`src/rtl/tvs_pkg.sv`:
```
`default_nettype none
package tvs_pkg;

    localparam int CFG_INDEX_BITS = 4;
    localparam int QUEUE_DEPTH    = 4;
    localparam int COUNT_BITS     = 13;
    localparam int COORD_BITS     = 32;

    // configuration register indexes
    localparam logic [CFG_INDEX_BITS-1:0] CFG_ORIGIN_X      = 4'd0;
    localparam logic [CFG_INDEX_BITS-1:0] CFG_ORIGIN_Y      = 4'd1;
    localparam logic [CFG_INDEX_BITS-1:0] CFG_ORIGIN_Z      = 4'd2;
    localparam logic [CFG_INDEX_BITS-1:0] CFG_INV_SPACING_X = 4'd3;
    localparam logic [CFG_INDEX_BITS-1:0] CFG_INV_SPACING_Y = 4'd4;
    localparam logic [CFG_INDEX_BITS-1:0] CFG_INV_SPACING_Z = 4'd5;
    localparam logic [CFG_INDEX_BITS-1:0] CFG_COUNT_X       = 4'd6;
    localparam logic [CFG_INDEX_BITS-1:0] CFG_COUNT_Y       = 4'd7;

    // item kinds
    localparam logic KIND_WRITE = 1'b0;
    localparam logic KIND_POINT = 1'b1;

    typedef struct packed {
        logic [COORD_BITS-1:0] origin_x;
        logic [COORD_BITS-1:0] origin_y;
        logic [COORD_BITS-1:0] origin_z;
        logic [COORD_BITS-1:0] inv_x;
        logic [COORD_BITS-1:0] inv_y;
        logic [COORD_BITS-1:0] inv_z;
        logic [COUNT_BITS-1:0] count_x;
        logic [COUNT_BITS-1:0] count_y;
    } cfg_t;

endpackage
`default_nettype wire

```
`src/rtl/tvs_front.sv`:
```
`default_nettype none
module tvs_front
    import tvs_pkg::*;
#(
    parameter int GRID_ADDR_BITS = 16,
    parameter int SAMPLE_BITS    = 32
) (
    input  wire logic                      aclk,
    input  wire logic                      aresetn,
    input  wire cfg_t                      cfg,
    input  wire logic                      s_tvalid,
    output logic                           s_tready,
    input  wire logic [151:0]              s_tdata,
    input  wire logic                      s_tuser,
    output logic                           f_valid,
    input  wire logic                      f_ready,
    output logic                           f_kind,
    output logic      [GRID_ADDR_BITS-1:0] f_addr,
    output logic      [SAMPLE_BITS-1:0]    f_sample,
    output logic      [3*COORD_BITS-1:0]   f_mag,
    output logic      [2:0]                f_neg
);
    logic                      valid_reg;
    logic                      kind_reg;
    logic [GRID_ADDR_BITS-1:0] addr_reg;
    logic [SAMPLE_BITS-1:0]    sample_reg;
    logic [3*COORD_BITS-1:0]   mag_reg, mag_next;
    logic [2:0]                neg_reg, neg_next;

    logic [COORD_BITS-1:0] pos [3];
    logic [COORD_BITS-1:0] org [3];
    logic [COORD_BITS-1:0] inv [3];
    logic signed [COORD_BITS:0] diff [3];

    assign pos[0] = s_tdata[79:48];
    assign pos[1] = s_tdata[111:80];
    assign pos[2] = s_tdata[143:112];
    assign org[0] = cfg.origin_x;
    assign org[1] = cfg.origin_y;
    assign org[2] = cfg.origin_z;
    assign inv[0] = cfg.inv_x;
    assign inv[1] = cfg.inv_y;
    assign inv[2] = cfg.inv_z;

    // |pos - origin| always fits 32 bits; a negative difference is out of
    // range unless the scaled product is zero, i.e. unless inv is zero
    always_comb begin
        for (int i = 0; i < 3; i++) begin
            diff[i] = $signed({pos[i][COORD_BITS-1], pos[i]})
                    - $signed({org[i][COORD_BITS-1], org[i]});
            mag_next[i*COORD_BITS +: COORD_BITS] = diff[i][COORD_BITS]
                ? COORD_BITS'(-diff[i]) : diff[i][COORD_BITS-1:0];
            neg_next[i] = diff[i][COORD_BITS] && (inv[i] != '0);
        end
    end

    assign s_tready = !valid_reg || f_ready;
    assign f_valid  = valid_reg;
    assign f_kind   = kind_reg;
    assign f_addr   = addr_reg;
    assign f_sample = sample_reg;
    assign f_mag    = mag_reg;
    assign f_neg    = neg_reg;

    always_ff @(posedge aclk) begin
        if (!aresetn) begin
            valid_reg <= 1'b0;
        end else if (s_tready) begin
            valid_reg <= s_tvalid;
        end
    end

    always_ff @(posedge aclk) begin
        if (s_tready && s_tvalid) begin
            kind_reg   <= s_tuser;
            addr_reg   <= GRID_ADDR_BITS'(s_tdata[15:0]);
            sample_reg <= SAMPLE_BITS'(s_tdata[47:16]);
            mag_reg    <= mag_next;
            neg_reg    <= neg_next;
        end
    end
endmodule
`default_nettype wire

```
`config.mk`:
```
export PLATFORM = sky130hd
export DESIGN_NAME = tvs_front
export DESIGN_NICKNAME = d
export VERILOG_FILES = /design/src/rtl/tvs_pkg.sv /design/src/rtl/tvs_front.sv
export SDC_FILE = /design/constraint.sdc
export NUM_CORES = 1
export LEC_CHECK = 0
export BUFFER_PORTS_ARGS = -buffer_cell sky130_fd_sc_hd__buf_2
export CAP_MARGIN = 30
export CELL_PAD_IN_SITES_DETAIL_PLACEMENT = 1
export CELL_PAD_IN_SITES_GLOBAL_PLACEMENT = 1
export CORE_AREA = 2 2 202 204
export CTS_CLUSTER_DIAMETER = 150
export CTS_CLUSTER_SIZE = 12
export DETAILED_ROUTE_END_ITERATION = 12
export DIE_AREA = 0 0 204 206
export GPL_TIMING_DRIVEN = 0
export PLACE_DENSITY_LB_ADDON = 0.1
export SYNTH_ARGS = -nofsm -noshare
export SYNTH_HDL_FRONTEND = slang
export SYNTH_SLANG_ARGS = --single-unit
```
`constraint.sdc`:
```
create_clock -name aclk -period 11.9 [get_ports aclk]
set_clock_uncertainty 0.05 [all_clocks]
set_input_delay 0.595 -clock aclk [delete_from_list [all_inputs] [get_ports aclk]]
set_output_delay 0.595 -clock aclk [all_outputs]
set_load 0.005 [all_outputs]
```
# Word level (Yosys, flattened, before mapping)

Index checks and enable logic that the tools add are counted.

Register bits after elaboration: 149
Input port bits: 375
Output and inout port bits: 150
Logic and storage cells: 24

$add $sub $neg: 6
Multiplexer cells: 3
Reductions and logical operators: 9

Operator list:

| cell                         | number |
|---|---|
| subtractor 32 x 32 -> 33 bit | 3 |
| 2-to-1 mux 32 bit            | 3 |
| negator 32 bit               | 3 |
| nonzero test 32 bit          | 3 |
| logical AND 1 bit            | 4 |
| zero test 1 bit              | 1 |
| logical OR 1 bit             | 1 |

# Depth between registers and ports, before layout

Word-level depth: 3
Mapped depth: 16
Depth with buffers taken out: 14

# Worst setup path after synthesis

Ideal clock, no wire load.

Path type: in2reg
Start point: input port f_ready
End point: register addr_reg[0] (netlist: f_addr[0]), enable pin
Setup time: 0.526 ns
Arrival time: 4.145 ns
Required time: 11.324 ns
Slack: 7.179 ns
Stages on the path: 2
Buffers on the path: 0
Cell sequence: nand2b_1 and2_1

Cells in the longest elaborated chain, start to end: 2

Ends and longest elaborated chain:

| what                   | line            | text |
|---|---|---|
| start: declaration     | tvs_front.sv:16 | `input wire logic f_ready,` |
| logical OR 1 bit       | tvs_front.sv:57 | `assign s_tready = !valid_reg \|\| f_ready;` |
| logical AND 1 bit      | tvs_front.sv:74 | `if (s_tready && s_tvalid) begin` |
| end signal: assignment | tvs_front.sv:76 | `addr_reg <= GRID_ADDR_BITS'(s_tdata[15:0]);` |
| end: declaration       | tvs_front.sv:25 | `logic [GRID_ADDR_BITS-1:0] addr_reg;` |

No other way between the ends.
A chain may end at the register's enable or synchronous reset.

# Worst setup path after layout

Start point: input port s_tdata[112]
End point: register mag_reg[74] (netlist: f_mag[74]) (data pin)

Cells in the longest elaborated chain, start to end: 3

Ends and longest elaborated chain:

| what                           | line            | text |
|---|---|---|
| start: declaration             | tvs_front.sv:13 | `input wire logic [151:0] s_tdata,` |
| subtractor 32 x 32 -> 33 bit * | tvs_front.sv:50 | `- $signed({org[i][COORD_BITS-1], org[i]});` |
| negator 32 bit                 | tvs_front.sv:52 | `? COORD_BITS'(-diff[i]) : diff[i][COORD_BITS-1:0];` |
| 2-to-1 mux 32 bit *            | tvs_front.sv:52 |  |
| named net mag_next[74]         | tvs_front.sv:27 | `logic [3*COORD_BITS-1:0] mag_reg, mag_next;` |
| end signal: assignment         | tvs_front.sv:78 | `mag_reg <= mag_next;` |
| end: declaration               | tvs_front.sv:27 |  |

The timed path passes the listed nets; every way through them passes the cells marked *.

==> flow_summary.toml <==
[final_layout]
fin_nets = 2437
final_common_cell = "buf_2"
finish.instance_area_mm2 = 0.0167
most-common-layout-cells = "buf_2 (493), edfxtp_1 (148), inv_1 (126), a21oi_1 (125), nand2_1 (116)"
drive_above_1_share_pct = 28.5
area_growth_pct = 29.5

[detailed_routing]
drc = 0
drt_pass1_iterations = 5
drtIter0Drc = 564
via_per_inst = 5.15
drtAntennaViolNets = 0
routed-via-count = 12900
postRouteWirelength_mm = 48.0
wl_per_cell_um = 19.1

[die]
io_pins = 525
die_h_um = 206
initial_utilization_pct = 32.2
die-area_mm2 = 0.0420
core_mm2 = 0.0402
die_x_um = 204
rows = 74

[logic_synthesis]
ys_seq_area_share_pct = 34.5
synth.avg_cell_area_um2 = 8.93
synth_edf_count = 148
ys_ff_latch = 149
syn-num-nets = 1925
synthesis.area_mm2 = 0.0129
dominantRegCellSynth = "edfxtp_1"
yosys.cell_types.count = 82
yosys_warnings = 0
syn-instance-count = 1448
async_flop_share_pct = 0

[worst_setup_path]
r2r-end = "f_mag[60]"
rr_worst_depth = 4
arrival_ps = 4860
crit_type = "input pin to register"
start_kind = "input pin"
timing.rr.start = "f_valid"
r2r_setup_slack_ps = 9780
critPathMaxFanout = 10
required_ps = 12030
endpoint_kind = "register"

[clock_network]
post_cts_buffers = 0
ctsHoldBuffers = 0
cts-htree-levels = 4
root_buffer = "clkbuf_16"
cts_buffers = 17
cts_resized = 0
cts_tree = "done"
cts_sinks = 149
clk_path_buf_depth = 2
clk_pin_slew_worst_paths_ps = 70
insertion_delay_ps = 450

[power]
powerDensity_mw_per_mm2 = 124
irDropWorstVdd_mv = 0.0994
power.leakage_uw = 0.00739

[timing]
hold_ws_ps = 259
setup_viol = 0
hold_violations = 0
rsz0062_at_grt = "no"
relSlewSlack_pct = 38.0
drv_slew = 0
tightest_slew_ps = 923
fin_crit_sh_pct = 39.8
setup_tns_ps = 0
max_freq_ghz = 0.211
min_period_ps = 4740

[grt]
grt_remaining_overflow = 0
grt_antenna_before_repair = 9
grt_pass1_wl_mm = 73.6
grt_max_degree = 53
first_global_vias = 13300
grtUsageTotal_pct = 22.5

[placed_design]
dp_hpwl_mm = 40.1
dpl_cell_area_mm2 = 0.0161
gp_congestion = 0.872
portBuffers = 490

[hold_path]
min_path_cells = 1
hp-start = "s_tdata[41]"
min_path_type = "input pin to register"
hold_end = "f_sample[25]"

[job]
maxCapViolCount = 0

[run_status]
status = "finished clean"
## how the worst max path moves through the flow
stage,start,end,slack [ps],depth (start not counted)
5_1_grt,cfg[159],f_mag[48],6940,16
3_5_place_dp,s_tdata[112],f_mag[74],6680,16
2_1_floorplan,f_ready,f_addr[0],7180,2
6_report,s_tdata[112],f_mag[74],7160,16
4_1_cts,s_tdata[112],f_mag[74],7180,16
3_3_place_gp,f_ready,f_mag[6],5260,3
## cell type report
type                            count  area (µm²)
Sequential cell                   149        4460
Timing Repair Buffer              493        2510
Clock buffer                       19         443
Multi-Input combinational cell   1134        7840
Inverter                          126         473
Clock inverter                     13         170
Tap cell                          532         666
Antenna cell                        6        15.0
Buffer                             39         156
Fill cell                        4957       23400
## synth_stat cells (5+ instances only)
| cell type | instances | area (µm²) |
|---|---|---|
| o31ai_1 | 14 | 105 |
| and4_1 | 10 | 87.6 |
| o2111ai_1 | 7 | 61.3 |
| nand2_1 | 116 | 435 |
| or2_2 | 9 | 56.3 |
| nand4_1 | 26 | 163 |
| nor2_1 | 84 | 315 |
| a211o_1 | 6 | 52.6 |
| o21ai_0 | 93 | 465 |
| a21oi_1 | 125 | 626 |
| xor2_1 | 51 | 447 |
| xnor2_1 | 105 | 920 |
| and2_1 | 18 | 113 |
| a21o_1 | 31 | 233 |
| o21a_1 | 16 | 120 |
| o211a_1 | 5 | 50.1 |
| clkbuf_1 | 36 | 135 |
| a2111o_1 | 5 | 56.3 |
| inv_1 | 126 | 473 |
| or3_1 | 22 | 138 |
| and3_1 | 18 | 113 |
| o21bai_1 | 8 | 60.1 |
| edfxtp_1 | 148 | 4440 |
| nor4_1 | 38 | 238 |
| nand2b_1 | 16 | 100 |
| a211oi_1 | 12 | 90.1 |
| nand3_1 | 28 | 140 |
| a31oi_1 | 14 | 87.6 |
| a21boi_0 | 6 | 45.0 |
| nor3_1 | 33 | 165 |
| nor2b_1 | 7 | 43.8 |
| o211ai_1 | 16 | 120 |
| ha_1 | 99 | 1240 |
| a31o_2 | 8 | 70.1 |
## kinds of logic (layout without fill, tap and decap cells)
group / count (synthesis) / count (layout) / synth area share, %
and+or+nand+nor: 448 / 448 / 17.9
other: 0 / 6 / 0
DFF: 149 / 149 / 34.5
AOI/OAI and AO/OA: 422 / 422 / 21.5
buffers and inverters: 165 / 690 / 4.87
xor gates and xnor gates: 157 / 157 / 10.7
muxes: 5 / 5 / 0.397
adders and majority gates: 102 / 102 / 10.0
## critical path: stages
cell      delay, ps
buf_2           110
inv_1            50
ha_1            170
inv_1            60
fa_1            400
a21o_1          210
a221o_2         430
a31oi_4         260
nor2_2           80
nor3_1          350
o31ai_1         180
a2111o_1        440
o21ai_1         460
clkbuf_1        590
o21ai_0         250
xnor2_1         210
## per-layer routing
| layer | track usage (%) | up-vias | share of wire (%) |
|---|---|---|---|
| li1 | - | 6408 | - |
| met1 | 28.2 | 6152 | 44 |
| met2 | 38.3 | 311 | 48 |
| met3 | 5.12 | 61 | 5.2 |
| met4 | 7.25 | 6 | 2.4 |
| met5 | 0 | - | 0.073 |
## metrics by stage
stage	worst slack (ps)	utilization, %	std cells	power, µW
floorplan	7180	-	1448	1200
global placement	5260	39.9	2470	1490
detailed placement	6680	40.1	2473	1500
CTS	7180	41.6	2505	2100
global route	6940	41.6	2509	2210
finish	7160	41.6	2511	2080
## power by group
group | total (µW) | internal, µW | switching [µW]
logic | 785 | 318 | 466
registers | 708 | 688 | 19.9
clock network | 589 | 338 | 251
## sequential cells by signal, summed over array words and instances, names as in the netlist
register  cells
f_sample     32
f_kind        1
f_valid       1
f_addr       16
f_neg         3
f_mag        96
Note: power is estimated with default switching activity, not from simulation.
